`src/sv/assert_macros.svh`:
```
// Assertion helpers shared by the RTL files. Every check is clocked on clk
// and switched off while rst is high.
`ifndef ASSERT_MACROS_SVH
`define ASSERT_MACROS_SVH

// A property that must hold at every clock edge out of reset.
`define ASSERT_ALWAYS(label, prop, msg) \
  label: assert property (@(posedge clk) disable iff (rst) (prop)) else $error(msg);

// A condition in one cycle that implies another in the following cycle.
`define ASSERT_NEXT(label, ante, cons, msg) \
  label: assert property (@(posedge clk) disable iff (rst) (ante) |=> (cons)) else $error(msg);

`endif

```
`src/sv/mtep_pkg.sv`:
```
package mtep_pkg;

  // Parser position inside the track byte stream.
  typedef enum logic [3:0] {
    PH_DELTA,
    PH_STATUS,
    PH_META_TYPE,
    PH_META_LEN,
    PH_META_SKIP,
    PH_TEMPO,
    PH_SYSEX_LEN,
    PH_SYSEX_SKIP,
    PH_DATA1,
    PH_DATA2,
    PH_HALT
  } phase_t;

  // Result kinds.
  localparam logic [2:0] K_NOTE_ON  = 3'd0;
  localparam logic [2:0] K_NOTE_OFF = 3'd1;
  localparam logic [2:0] K_PROGRAM  = 3'd2;
  localparam logic [2:0] K_CONTROL  = 3'd3;
  localparam logic [2:0] K_BEND     = 3'd4;
  localparam logic [2:0] K_TEMPO    = 3'd5;
  localparam logic [2:0] K_END      = 3'd6;
  localparam logic [2:0] K_ERROR    = 3'd7;

  // Error codes.
  localparam logic [2:0] E_DELTA    = 3'd0;
  localparam logic [2:0] E_RUNNING  = 3'd1;
  localparam logic [2:0] E_META     = 3'd2;
  localparam logic [2:0] E_META_LEN = 3'd3;
  localparam logic [2:0] E_SYSEX    = 3'd4;
  localparam logic [2:0] E_CHANNEL  = 3'd5;

  // Status bytes and channel message opcodes (high nibble).
  localparam logic [7:0] ST_META      = 8'hFF;
  localparam logic [7:0] ST_SYSEX     = 8'hF0;
  localparam logic [7:0] ST_SYSEX_ESC = 8'hF7;
  localparam logic [3:0] OP_NOTE_OFF  = 4'h8;
  localparam logic [3:0] OP_NOTE_ON   = 4'h9;
  localparam logic [3:0] OP_CONTROL   = 4'hB;
  localparam logic [3:0] OP_PROGRAM   = 4'hC;
  localparam logic [3:0] OP_CHAN_AT   = 4'hD;
  localparam logic [3:0] OP_BEND      = 4'hE;
  localparam logic [3:0] OP_SYSTEM    = 4'hF;

  // Meta event types.
  localparam logic [7:0] META_TEMPO = 8'h51;
  localparam logic [7:0] META_END   = 8'h2F;

  // Field widths fixed by the result format.
  localparam int EVT_TICK_W = 48;
  localparam int ORDER_W    = 32;

  // Decoded result of one accepted byte or chunk end.
  typedef struct packed {
    logic        valid;
    logic [2:0]  kind;
    logic [3:0]  channel;
    logic [7:0]  data_first;
    logic [7:0]  data_second;
    logic [23:0] tempo_us;
    logic        is_event;
    logic [2:0]  error_code;
    logic        ord_take;
  } result_t;

endpackage

```
`src/sv/midi_track_event_parser.sv`:
```
// MIDI track event parser.
// Input channel (in_valid/in_ready): one transfer per track byte (cmd = 0,
// byte in byte_value) or one chunk-end mark (cmd = 1). Output channel
// (out_valid/out_ready): decoded note on/off, program, control, bend and
// tempo events, track end and error results, at most one per input transfer.
// Each input transfer is decoded in the cycle it is accepted, so a result
// appears on the output register in the next cycle. One input transfer is
// taken every cycle as long as the output register is empty or being
// emptied in the same cycle; the single output register sets this limit.
// When the receiver stalls with a result pending, in_ready falls and the
// parser holds its state until the result is taken.
// After reset, and after every chunk end, the parser expects a delta time,
// with tick, running status and all partial fields cleared; the event order
// counter is cleared only by reset. After a track end or error result the
// remaining bytes of the chunk are consumed without any result.
`include "assert_macros.svh"

module midi_track_event_parser #(
  parameter int TICK_WIDTH       = 48,
  parameter int VARLEN_MAX_BYTES = 5
) (
  input  logic        clk,
  input  logic        rst,
  input  logic        in_valid,
  output logic        in_ready,
  input  logic        cmd,
  input  logic [7:0]  byte_value,
  output logic        out_valid,
  input  logic        out_ready,
  output logic [2:0]  kind,
  output logic [3:0]  channel,
  output logic [7:0]  data_first,
  output logic [7:0]  data_second,
  output logic [23:0] tempo_us,
  output logic [47:0] event_tick,
  output logic [31:0] order_number,
  output logic [2:0]  error_code
);

  localparam int VL_W  = 7 * VARLEN_MAX_BYTES;
  localparam int CNT_W = $clog2(VARLEN_MAX_BYTES + 1);

  // Parser state.
  mtep_pkg::phase_t     phase, phase_next;
  logic [TICK_WIDTH-1:0] tick_total, tick_next;
  logic [VL_W-1:0]      varlen_accum, varlen_accum_next;
  logic [CNT_W-1:0]     varlen_count, varlen_count_next;
  logic [7:0]           running_status, running_status_next;
  logic [7:0]           current_status, current_status_next;
  logic [7:0]           held_data, held_data_next;
  logic [7:0]           meta_type, meta_type_next;
  logic [31:0]          skip_remaining, skip_remaining_next;
  logic [23:0]          tempo_accum, tempo_accum_next;
  logic [31:0]          order_count, order_count_next;

  mtep_pkg::result_t    res;
  logic                 take;

  // Shared decode signals.
  logic [VL_W-1:0]       vl_accum_new;
  logic [CNT_W-1:0]      vl_count_new;
  logic [39:0]           vl_wide;
  logic [31:0]           vl_value;
  logic                  vl_last, vl_fail, vl_phase;
  logic [TICK_WIDTH:0]   tick_sum;
  logic [TICK_WIDTH-1:0] tick_sat;
  logic                  rs_ok;
  logic [7:0]            st_eff;
  logic [7:0]            cd_status;
  logic [3:0]            cd_op;
  logic [7:0]            cd_d1, cd_d2;
  logic [31:0]           skip_dec;
  logic                  skip_zero;
  logic [23:0]           tempo_new;
  logic [63:0]           tick_ext;

  assign in_ready = !out_valid || out_ready;
  assign take     = in_valid && in_ready;

  // Variable-length quantity step: seven bits per byte, top bit continues.
  assign vl_accum_new = {varlen_accum[VL_W-8:0], byte_value[6:0]};
  assign vl_count_new = varlen_count + CNT_W'(1);
  assign vl_wide      = 40'(vl_accum_new);
  assign vl_value     = vl_wide[31:0];
  assign vl_last      = !byte_value[7];
  assign vl_fail      = vl_last ? (|vl_wide[39:32])
                                : (vl_count_new >= CNT_W'(VARLEN_MAX_BYTES));
  assign vl_phase     = (phase == mtep_pkg::PH_DELTA) || (phase == mtep_pkg::PH_META_LEN) ||
                        (phase == mtep_pkg::PH_SYSEX_LEN);

  // Saturating tick accumulation.
  assign tick_sum = {1'b0, tick_total} + (TICK_WIDTH + 1)'(vl_value);
  assign tick_sat = tick_sum[TICK_WIDTH] ? '1 : tick_sum[TICK_WIDTH-1:0];

  // Running status is usable only when it holds a channel status.
  assign rs_ok  = running_status[7] && (running_status[7:4] != mtep_pkg::OP_SYSTEM);
  assign st_eff = byte_value[7] ? byte_value : running_status;

  // Operands of a completed channel message.
  assign cd_status = (phase == mtep_pkg::PH_STATUS) ? running_status : current_status;
  assign cd_op     = cd_status[7:4];
  assign cd_d1     = (phase == mtep_pkg::PH_DATA2) ? held_data : byte_value;
  assign cd_d2     = (phase == mtep_pkg::PH_DATA2) ? byte_value : 8'h00;

  // Countdown of skipped or tempo bytes.
  assign skip_dec  = skip_remaining - 32'd1;
  assign skip_zero = (skip_dec == 32'd0);
  assign tempo_new = {tempo_accum[15:0], byte_value};

  // Result decode for the byte or chunk end on the input.
  always_comb begin : p_result
    logic chan_done;
    res       = '0;
    chan_done = 1'b0;
    if (cmd) begin
      res.valid = 1'b1;
      res.kind  = mtep_pkg::K_ERROR;
      unique case (phase)
        mtep_pkg::PH_DELTA: begin
          res.kind       = (varlen_count != '0) ? mtep_pkg::K_ERROR : mtep_pkg::K_END;
          res.error_code = mtep_pkg::E_DELTA;
        end
        mtep_pkg::PH_STATUS:    res.kind = mtep_pkg::K_END;
        mtep_pkg::PH_META_TYPE: res.error_code = mtep_pkg::E_META;
        mtep_pkg::PH_META_LEN, mtep_pkg::PH_META_SKIP, mtep_pkg::PH_TEMPO:
          res.error_code = mtep_pkg::E_META_LEN;
        mtep_pkg::PH_SYSEX_LEN, mtep_pkg::PH_SYSEX_SKIP:
          res.error_code = mtep_pkg::E_SYSEX;
        mtep_pkg::PH_DATA1, mtep_pkg::PH_DATA2:
          res.error_code = mtep_pkg::E_CHANNEL;
        default: res = '0;
      endcase
    end else begin
      unique case (phase)
        mtep_pkg::PH_DELTA: begin
          if (vl_fail) begin
            res.valid      = 1'b1;
            res.kind       = mtep_pkg::K_ERROR;
            res.error_code = mtep_pkg::E_DELTA;
          end
        end
        mtep_pkg::PH_STATUS: begin
          if (!byte_value[7] && !rs_ok) begin
            res.valid      = 1'b1;
            res.kind       = mtep_pkg::K_ERROR;
            res.error_code = mtep_pkg::E_RUNNING;
          end else if (!byte_value[7] &&
                       (cd_op == mtep_pkg::OP_PROGRAM || cd_op == mtep_pkg::OP_CHAN_AT)) begin
            chan_done = 1'b1;
          end
        end
        mtep_pkg::PH_META_LEN: begin
          if (vl_fail) begin
            res.valid      = 1'b1;
            res.kind       = mtep_pkg::K_ERROR;
            res.error_code = mtep_pkg::E_META_LEN;
          end else if (vl_last && vl_value == 32'd0 && meta_type == mtep_pkg::META_END) begin
            res.valid = 1'b1;
            res.kind  = mtep_pkg::K_END;
          end
        end
        mtep_pkg::PH_META_SKIP: begin
          if (skip_zero && meta_type == mtep_pkg::META_END) begin
            res.valid = 1'b1;
            res.kind  = mtep_pkg::K_END;
          end
        end
        mtep_pkg::PH_TEMPO: begin
          if (skip_zero) begin
            res.valid    = 1'b1;
            res.kind     = mtep_pkg::K_TEMPO;
            res.tempo_us = tempo_new;
            res.is_event = 1'b1;
            res.ord_take = 1'b1;
          end
        end
        mtep_pkg::PH_SYSEX_LEN: begin
          if (vl_fail) begin
            res.valid      = 1'b1;
            res.kind       = mtep_pkg::K_ERROR;
            res.error_code = mtep_pkg::E_SYSEX;
          end
        end
        mtep_pkg::PH_DATA1:
          chan_done = (cd_op == mtep_pkg::OP_PROGRAM) || (cd_op == mtep_pkg::OP_CHAN_AT);
        mtep_pkg::PH_DATA2: chan_done = 1'b1;
        default: chan_done = 1'b0;
      endcase

      // A completed channel message: channel pressure gives nothing, key
      // pressure only uses up an order number.
      if (chan_done) begin
        res.channel     = cd_status[3:0];
        res.data_first  = cd_d1;
        res.data_second = cd_d2;
        res.is_event    = 1'b1;
        res.ord_take    = (cd_op != mtep_pkg::OP_CHAN_AT);
        res.valid       = 1'b1;
        unique case (cd_op)
          mtep_pkg::OP_PROGRAM:  res.kind = mtep_pkg::K_PROGRAM;
          mtep_pkg::OP_NOTE_OFF: res.kind = mtep_pkg::K_NOTE_OFF;
          mtep_pkg::OP_NOTE_ON:
            res.kind = (cd_d2 == 8'h00) ? mtep_pkg::K_NOTE_OFF : mtep_pkg::K_NOTE_ON;
          mtep_pkg::OP_CONTROL:  res.kind = mtep_pkg::K_CONTROL;
          mtep_pkg::OP_BEND:     res.kind = mtep_pkg::K_BEND;
          default:               res.valid = 1'b0;
        endcase
      end
    end
  end

  // Next state of the parser.
  always_comb begin
    phase_next          = phase;
    tick_next           = tick_total;
    varlen_accum_next   = varlen_accum;
    varlen_count_next   = varlen_count;
    running_status_next = running_status;
    current_status_next = current_status;
    held_data_next      = held_data;
    meta_type_next      = meta_type;
    skip_remaining_next = skip_remaining;
    tempo_accum_next    = tempo_accum;
    order_count_next    = order_count;
    if (take && cmd) begin
      phase_next          = mtep_pkg::PH_DELTA;
      tick_next           = '0;
      varlen_accum_next   = '0;
      varlen_count_next   = '0;
      running_status_next = 8'h00;
      current_status_next = 8'h00;
      held_data_next      = 8'h00;
      meta_type_next      = 8'h00;
      skip_remaining_next = 32'd0;
      tempo_accum_next    = 24'd0;
    end else if (take) begin
      if (res.ord_take && order_count != '1) begin
        order_count_next = order_count + 32'd1;
      end
      if (vl_phase) begin
        varlen_accum_next = (vl_last || vl_fail) ? '0 : vl_accum_new;
        varlen_count_next = (vl_last || vl_fail) ? '0 : vl_count_new;
      end
      unique case (phase)
        mtep_pkg::PH_DELTA: begin
          if (vl_fail) begin
            phase_next = mtep_pkg::PH_HALT;
          end else if (vl_last) begin
            tick_next  = tick_sat;
            phase_next = mtep_pkg::PH_STATUS;
          end
        end
        mtep_pkg::PH_STATUS: begin
          if (!byte_value[7] && !rs_ok) begin
            phase_next = mtep_pkg::PH_HALT;
          end else begin
            if (!byte_value[7]) begin
              held_data_next = byte_value;
            end else if (byte_value[7:4] != mtep_pkg::OP_SYSTEM) begin
              running_status_next = byte_value;
            end else begin
              running_status_next = 8'h00;
            end
            current_status_next = st_eff;
            priority if (st_eff == mtep_pkg::ST_META) begin
              phase_next = mtep_pkg::PH_META_TYPE;
            end else if (st_eff == mtep_pkg::ST_SYSEX || st_eff == mtep_pkg::ST_SYSEX_ESC) begin
              phase_next = mtep_pkg::PH_SYSEX_LEN;
            end else if (st_eff[7:4] == mtep_pkg::OP_SYSTEM) begin
              phase_next = mtep_pkg::PH_DELTA;
            end else if (st_eff[7:4] == mtep_pkg::OP_PROGRAM ||
                         st_eff[7:4] == mtep_pkg::OP_CHAN_AT) begin
              phase_next = byte_value[7] ? mtep_pkg::PH_DATA1 : mtep_pkg::PH_DELTA;
            end else begin
              phase_next = byte_value[7] ? mtep_pkg::PH_DATA1 : mtep_pkg::PH_DATA2;
            end
          end
        end
        mtep_pkg::PH_META_TYPE: begin
          meta_type_next = byte_value;
          phase_next     = mtep_pkg::PH_META_LEN;
        end
        mtep_pkg::PH_META_LEN: begin
          if (vl_fail) begin
            phase_next = mtep_pkg::PH_HALT;
          end else if (vl_last) begin
            skip_remaining_next = vl_value;
            tempo_accum_next    = 24'd0;
            priority if (meta_type == mtep_pkg::META_TEMPO && vl_value == 32'd3) begin
              phase_next = mtep_pkg::PH_TEMPO;
            end else if (vl_value == 32'd0) begin
              phase_next = (meta_type == mtep_pkg::META_END) ? mtep_pkg::PH_HALT
                                                             : mtep_pkg::PH_DELTA;
            end else begin
              phase_next = mtep_pkg::PH_META_SKIP;
            end
          end
        end
        mtep_pkg::PH_META_SKIP: begin
          skip_remaining_next = skip_dec;
          if (skip_zero) begin
            phase_next = (meta_type == mtep_pkg::META_END) ? mtep_pkg::PH_HALT
                                                           : mtep_pkg::PH_DELTA;
          end
        end
        mtep_pkg::PH_TEMPO: begin
          tempo_accum_next    = tempo_new;
          skip_remaining_next = skip_dec;
          if (skip_zero) begin
            phase_next = mtep_pkg::PH_DELTA;
          end
        end
        mtep_pkg::PH_SYSEX_LEN: begin
          if (vl_fail) begin
            phase_next = mtep_pkg::PH_HALT;
          end else if (vl_last) begin
            skip_remaining_next = vl_value;
            phase_next = (vl_value == 32'd0) ? mtep_pkg::PH_DELTA : mtep_pkg::PH_SYSEX_SKIP;
          end
        end
        mtep_pkg::PH_SYSEX_SKIP: begin
          skip_remaining_next = skip_dec;
          if (skip_zero) begin
            phase_next = mtep_pkg::PH_DELTA;
          end
        end
        mtep_pkg::PH_DATA1: begin
          held_data_next = byte_value;
          if (cd_op == mtep_pkg::OP_PROGRAM || cd_op == mtep_pkg::OP_CHAN_AT) begin
            phase_next = mtep_pkg::PH_DELTA;
          end else begin
            phase_next = mtep_pkg::PH_DATA2;
          end
        end
        mtep_pkg::PH_DATA2: phase_next = mtep_pkg::PH_DELTA;
        default: phase_next = phase;
      endcase
    end
  end

  // Parser state registers.
  always_ff @(posedge clk) begin
    if (rst) begin
      phase          <= mtep_pkg::PH_DELTA;
      tick_total     <= '0;
      varlen_accum   <= '0;
      varlen_count   <= '0;
      running_status <= 8'h00;
      current_status <= 8'h00;
      held_data      <= 8'h00;
      meta_type      <= 8'h00;
      skip_remaining <= 32'd0;
      tempo_accum    <= 24'd0;
      order_count    <= 32'd0;
    end else begin
      phase          <= phase_next;
      tick_total     <= tick_next;
      varlen_accum   <= varlen_accum_next;
      varlen_count   <= varlen_count_next;
      running_status <= running_status_next;
      current_status <= current_status_next;
      held_data      <= held_data_next;
      meta_type      <= meta_type_next;
      skip_remaining <= skip_remaining_next;
      tempo_accum    <= tempo_accum_next;
      order_count    <= order_count_next;
    end
  end

  assign tick_ext = 64'(tick_total);

  // Output register: loaded on a transfer that yields a result.
  always_ff @(posedge clk) begin
    if (rst) begin
      out_valid <= 1'b0;
    end else if (take) begin
      out_valid <= res.valid;
    end else if (out_ready) begin
      out_valid <= 1'b0;
    end
  end

  always_ff @(posedge clk) begin
    if (take && res.valid) begin
      kind         <= res.kind;
      channel      <= res.channel;
      data_first   <= res.data_first;
      data_second  <= res.data_second;
      tempo_us     <= res.tempo_us;
      event_tick   <= tick_ext[mtep_pkg::EVT_TICK_W-1:0];
      order_number <= res.is_event ? order_count : 32'd0;
      error_code   <= res.error_code;
    end
  end

  // Checks on the parser's own sequencing.
  `ASSERT_NEXT(a_halt_sticky, phase == mtep_pkg::PH_HALT && !(take && cmd), phase == mtep_pkg::PH_HALT, "parser left the halted state without a chunk end")
  `ASSERT_NEXT(a_chunk_clear, take && cmd, phase == mtep_pkg::PH_DELTA && tick_total == '0 && running_status == 8'h00, "chunk end did not clear the parser")
  `ASSERT_NEXT(a_order_step, take && !cmd && res.ord_take && order_count != '1, order_count == $past(order_count) + 32'd1, "order counter did not advance on an event")
  `ASSERT_ALWAYS(a_varlen_bound, varlen_count < CNT_W'(VARLEN_MAX_BYTES), "variable-length byte count beyond its limit")
  `ASSERT_ALWAYS(a_error_no_order, !(out_valid && kind == mtep_pkg::K_ERROR) || order_number == 32'd0, "error result carries an order number")

endmodule

```
`config.mk`:
```
export PLATFORM = sky130hd
export DESIGN_NAME = midi_track_event_parser
export DESIGN_NICKNAME = d
export VERILOG_FILES = /design/src/sv/mtep_pkg.sv /design/src/sv/midi_track_event_parser.sv
export VERILOG_INCLUDE_DIRS = /design/src /design/src/sv
export SDC_FILE = /design/constraint.sdc
export NUM_CORES = 1
export LEC_CHECK = 0
export BUFFER_PORTS_ARGS = -buffer_cell sky130_fd_sc_hd__buf_2
export CAP_MARGIN = 20
export CORE_UTILIZATION = 54
export CTS_CLUSTER_SIZE = 14
export DETAILED_ROUTE_END_ITERATION = 8
export PLACE_DENSITY = 0.78
export SLEW_MARGIN = 15
export SYNTH_ARGS = -nofsm -noshare
export SYNTH_HDL_FRONTEND = slang
export SYNTH_SLANG_ARGS = --single-unit
```
`constraint.sdc`:
```
create_clock -name clk -period 11.9 [get_ports clk]
set_input_delay 1.19 -clock clk [delete_from_list [all_inputs] [get_ports clk]]
set_output_delay 1.19 -clock clk [all_outputs]
set_load 0.01 [all_outputs]
```
==> results.yml, run 1 <==
timing:
  relSlewSlack_pct: 23.9
  min_period_ps: 5500
  worst_pin_slew_ps: 1140
  slew_violations: 0
  final-setup-viol-count: 0
  rsz0062_at_grt: "false"
  max_clock_freq_mhz: 182
  fin_tns_setup_ps: 0
  skew_ps: 14.8
  hold_slack_ps: 468
  hold_viol: 0
  fin_crit_sh_pct: 46.2
worst_setup_path:
  crit_buf_inv: 2
  arrival_ps: 5640
  cpPeakStageDelay_ps: 880
  cp_num_cells: 11
  critPathTopFamily: "simple AND/OR/NAND/NOR gates"
  slowest_stage: "buf_4"
  start_kind: "flop"
  worstRegToRegCells: 11
  critPathMaxFanout: 76
  critPathRequiredTime_ps: 12050
  critical_path_class: "reg2reg"
  cp-end-kind: "flop"
  crit_path_cell_trace: "inv_1 > ha_1 > nor3b_1 > nand3_1 > or3_1 > xnor2_1 > or4_1 > nor4_2 > a31oi_1 > nor3_4 > buf_4"
drt:
  vias: 13600
  wl_met2_um: 19300
  postRouteAntennaNets: 0
  drt_pre_antenna_iters: 6
  drc_errors: 0
  wl_met3_um: 2790
  highest_layer: "met4"
  wire_per_inst_um: 18.5
  via_per_inst: 6.10
  wl_met1_um: 17900
  drt_iter0_drc: 1348
  routed_wl_um: 41200
yosys:
  syn-mean-instance-area_um2: 9.21
  synthCells: 1729
  synth_area_leader_cell: "dfxtp_1"
  yosys_warnings: 0
  yosysSeqAreaShare_pct: 49.2
  synth_top_area_share_pct: 24.6
  syn-num-nets: 1780
  async_flop_share_pct: 0
  synth_common_cells: "dfxtp_1 (196), nor2_1 (179), a21oi_1 (169)"
  yosysUniqueCellTypes: 77
  synth-main-ff-cell: "dfxtp_1"
  synth.area.top_cells: "dfxtp_1 (25%), edfxtp_1 (25%), a21oi_1 (5.3%)"
  post-synth-top-count-cell: "dfxtp_1"
  synth_seq_cells: 326
  synth_edf_count: 130
  syn_area_um2: 15900
power:
  p_leak_nw: 6.91
  max-vdd-ir-drop_mv: 0.115
  powerDensity_nw_per_um2: 148
  p_total_mw: 2.68
global_routing:
  grt_pass1_wl_um: 64600
  grt_max_degree: 77
  grt_pass1_vias: 12200
  grt_usage_pct: 26.4
  antenna_found_initial: 1
  grt_overflow: 0
hold_path:
  hold_path.class: "reg2reg"
  worstHoldPathCells: 0
clock_tree:
  cts_buffers: 36
  cts_resized: 0
  root_buffer: "clkbuf_16"
  htree_levels: 2
  worstSkewPairLatency_ps: 530
  cts_hold_buf: 0
  clock_sinks: 326
  clkSlewWorstSetupHoldPaths_ps: 70
  cts_tree: "yes"
  cts_max_path_buffers: 3
  post-cts-setup-buffer-count: 0
floorplanning:
  ioPinCount: 145
  start_util_pct: 55.2
  die-area_um2: 30200
  die_y_um: 174
  die_x_um: 174
  core_um2: 28900
  core.rowCount: 62
layout:
  finalCoreUtilization_pct: 62.5
  layout-drive-gt1-share_pct: 13.2
  nNetsFinal: 1862
  fin_cells: 2224
  area_delta_synth_final_pct: 13.3
placed_design:
  io_buffers: 144
  gp_routability_congestion: 0.922
  dp.cells: 2157
  dp_hpwl_um: 27700
job:
  cap_violations: 0
outcome:
  outcome: "finished, final reports clean"
==> cell type report <==
class	count	area, µm²
clock buffers	48	987
diodes	1	2.50
repair buffers	155	803
fillers	2420	10800
clock inverters	18	228
multi-input cells	1268	7630
flip-flops and latches	326	7830
inverters	24	90.1
well taps	384	480
==> power breakdown <==
group / leakage, nW / internal [mW] / switching, mW
registers: 2.85 / 1.21 / 0.0291
clock network: 0.582 / 0.679 / 0.454
logic: 3.48 / 0.0970 / 0.209
total: 6.91 / 1.98 / 0.693
==> metrics by stage <==
step | worst slack [ps] | area (µm²)
3_3_place_gp | 6690 | 16800
4_1_cts | 6460 | 18000
6_report | 6400 | 18000
5_1_grt | 6000 | 18000
3_5_place_dp | 6470 | 16800
2_1_floorplan | 3460 | 15900
==> path summary, 6_finish.rpt <==
check                         to               from  slack, ps
setup / recovery   event_tick[2]  skip_remaining[0]       6400
hold / removal    event_tick[17]     tick_total[17]        470
setup reg to reg   event_tick[2]  skip_remaining[0]       6400
hold reg to reg   event_tick[17]     tick_total[17]        470
==> layout by cell type (no fill, tap or decap), types with 12 or more instances in the layout <==
cell / Yosys / layout
and2_1: 64 / 63
and3_1: 37 / 37
nand3_1: 70 / 70
nor2_1: 179 / 178
o21ai_0: 105 / 104
ha_1: 37 / 37
o211ai_1: 12 / 12
a31oi_1: 27 / 27
a211oi_1: 21 / 19
nand2b_1: 13 / 13
nand4_1: 27 / 27
a22oi_1: 25 / 25
nor3_1: 49 / 46
mux2i_1: 21 / 21
xor2_1: 35 / 35
nor4_1: 30 / 30
xnor2_1: 42 / 42
nand2_1: 140 / 140
clkbuf_16: 0 / 37
a21o_1: 20 / 19
dfxtp_1: 196 / 196
buf_2: 1 / 144
edfxtp_1: 130 / 130
inv_1: 24 / 24
a21oi_1: 169 / 168
==> metal layers <==
metal / global-route usage (%) / up-vias
met5: 0 / -
met4: 8.85 / 0
met1: 36.1 / 6475
li1: - / 6479
met2: 42.7 / 517
met3: 4.01 / 92
==> cells by family (layout without fill, tap and decap cells) <==
family / count (synthesis) / after routing / share of synthesized area, %
AOI/OAI and AO/OA: 443 / 443 / 16.7
xor gates and xnor gates: 77 / 77 / 4.24
adders and majority gates: 38 / 38 / 3.03
buffers and inverters: 135 / 245 / 3.31
DFF: 326 / 326 / 49.2
muxes: 24 / 24 / 1.53
other: 0 / 1 / 0
and+or+nand+nor: 686 / 686 / 22.1
==> registers in the layout, indices dropped and copies added, names as in the netlist, 16 cells and up <==
register	flops
order_count	32
tempo_accum	16
tempo_us	24
skip_remaining	32
tick_total	48
order_number	32
varlen_accum	28
event_tick	48
==> worst reg2reg max path, stage by stage (launching register included) <==
cell and delay [ps]:
dfxtp_1 350, inv_1 70, ha_1 210, nor3b_1 510
nand3_1 450, or3_1 560, xnor2_1 160, or4_1 470
nor4_2 340, a31oi_1 200, nor3_4 870, buf_4 890
Note: power is estimated with default switching activity, not from simulation.
==> run 2: changes to the inputs <==
Clock period 11.9 ns to 4.83 ns, I/O delays scaled along.
==> results.yml, run 2 (synthesis gave the netlist of run 1 again) <==
placed_design:
  io_buffers: 144
  dp.cells: 2174
  dp_hpwl_um: 28000
  gp_routability_congestion: 0.938
  dp_slack_ps: 701
clock_tree:
  clock_sinks: 326
  htree_levels: 2
  worstSkewPairLatency_ps: 530
  post-cts-setup-buffer-count: 0
  cts_max_path_buffers: 3
  cts_hold_buf: 0
  cts_resized: 0
  root_buffer: "clkbuf_16"
  cts_tree: "yes"
  clkSlewWorstSetupHoldPaths_ps: 60
  cts_buffers: 35
drt:
  routed_wl_um: 41900
  vias: 13800
  drc_errors: 0
  wire_per_inst_um: 18.7
  postRouteAntennaNets: 0
  drt_iter0_drc: 1287
  via_per_inst: 6.14
  drt_pre_antenna_iters: 6
timing:
  final-setup-viol-count: 0
  fin_crit_sh_pct: 86.9
  relSlewSlack_pct: 23.7
  min_period_ps: 4200
  setup_slack_ps: 634
  skew_ps: 15.7
  slew_violations: 0
  max_clock_freq_mhz: 238
  worst_pin_slew_ps: 1140
  hold_viol: 0
  rsz0062_at_grt: "false"
worst_setup_path:
  r2r_start: "skip_remaining[0]"
  start_kind: "flop"
  ff2ff_setup_slack_ps: 630
  critPathRequiredTime_ps: 5010
  worstRegToRegCells: 11
  endpoint: "event_tick[22]"
  critical_path_class: "reg2reg"
  cp-end-kind: "flop"
  crit_start: "skip_remaining[0]"
  reg2reg_to: "event_tick[22]"
  arrival_ps: 4380
  critPathMaxFanout: 63
layout:
  fin_cells: 2238
  nFillCells: 2404
  layout-drive-gt1-share_pct: 14.1
  insertedDiodeCount: 0
  final_common_cell: "dfxtp_1"
  reg_top3: "event_tick: 48 flops, tick_total: 48 flops"
  multiInputGateArea_um2: 7630
  nNetsFinal: 1878
  layout_common_cells: "dfxtp_1 (196), nor2_1 (178), a21oi_1 (168), buf_2 (144), nand2_1 (140)"
  finalCoreUtilization_pct: 63.1
  area_delta_synth_final_pct: 14.3
  seq_area_um2: 7830
floorplanning:
  ioPinCount: 145
  core.rowCount: 62
  core_um2: 28900
  start_util_pct: 55.2
  die_x_um: 174
  die_y_um: 174
  die-area_um2: 30200
global_routing:
  antenna_found_initial: 0
  grt_pass1_vias: 12700
  grt_max_degree: 64
  grt_pass1_wl_um: 66800
  grt_usage_pct: 27.1
  grt_overflow: 0
power:
  p_leak_nw: 6.99
  max-vdd-ir-drop_mv: 0.294
  powerDensity_nw_per_um2: 365
job:
  cap_violations: 0
outcome:
  outcome: "finished, final reports clean"
hold_path:
  hold_path.class: "in2reg"
[run 2: changes by cell type in the layout (fill, tap and decap cells not counted), moves of 2 or more]
cell,change
buf_4,+15
clkinv_2,+2
clkbuf_1,-3
inv_6,-2
buf_12,+2
[run 2: routing by layer]
layer | wire length, µm | GRT usage, % | part of all wire, %
met5 | 0 | 0 | 0
met1 | 17900 | 36.8 | 43
met4 | 1240 | 9.17 | 3.0
met2 | 19900 | 44.5 | 48
met3 | 2850 | 3.79 | 6.8
[run 2: layout make-up]
class / count / area share [%]
sequential: 326 / 43.0
multi-input combinational: 1268 / 41.9
timing repair buffer: 172 / 5.25
clock buffer: 44 / 5.22
tap: 384 / 2.64
clock inverter: 20 / 1.50
inverter: 24 / 0.495
[run 2: metrics by stage]
stage          area (µm²)  hold slack [ps]  total power [mW]  TNS (ps)
2_1_floorplan       15900              429              3.63   -193310
3_3_place_gp        17000              443              3.86         0
3_5_place_dp        17000              448              3.88         0
4_1_cts             18200              349              6.66         0
5_1_grt             18200              364              6.87         0
6_report            18200              373              6.64         0
[run 2: worst min-delay path by stage]
stage                  startpoint              end  slack (ps)  cells past startpoint
floorplan           tick_total[0]    event_tick[0]         430                      0
global placement     held_data[7]     held_data[7]         440                      2
detailed placement  tick_total[6]    event_tick[6]         450                      0
CTS                 byte_value[1]  varlen_accum[1]         350                      3
global route        byte_value[1]  varlen_accum[1]         360                      3
finish              byte_value[1]  varlen_accum[1]         370                      3
[run 2: critical path, cell delays in order (launching register included)]
cell and delay [ps]:
dfxtp_1 360, inv_1 90, ha_1 230, nor3b_1 520, nand3_1 360, or3_4 480
xnor2_1 130, or4_1 460, nor4_2 260, a31oi_2 180, nor3_4 360, buf_12 330
[run 2: power breakdown]
group | total, mW | switching [mW] | leakage (nW) | internal (mW)
Sequential | 3.04 | 0.0669 | 2.85 | 2.98
Combinational | 0.794 | 0.536 | 3.56 | 0.258
Clock | 2.81 | 1.12 | 0.584 | 1.69
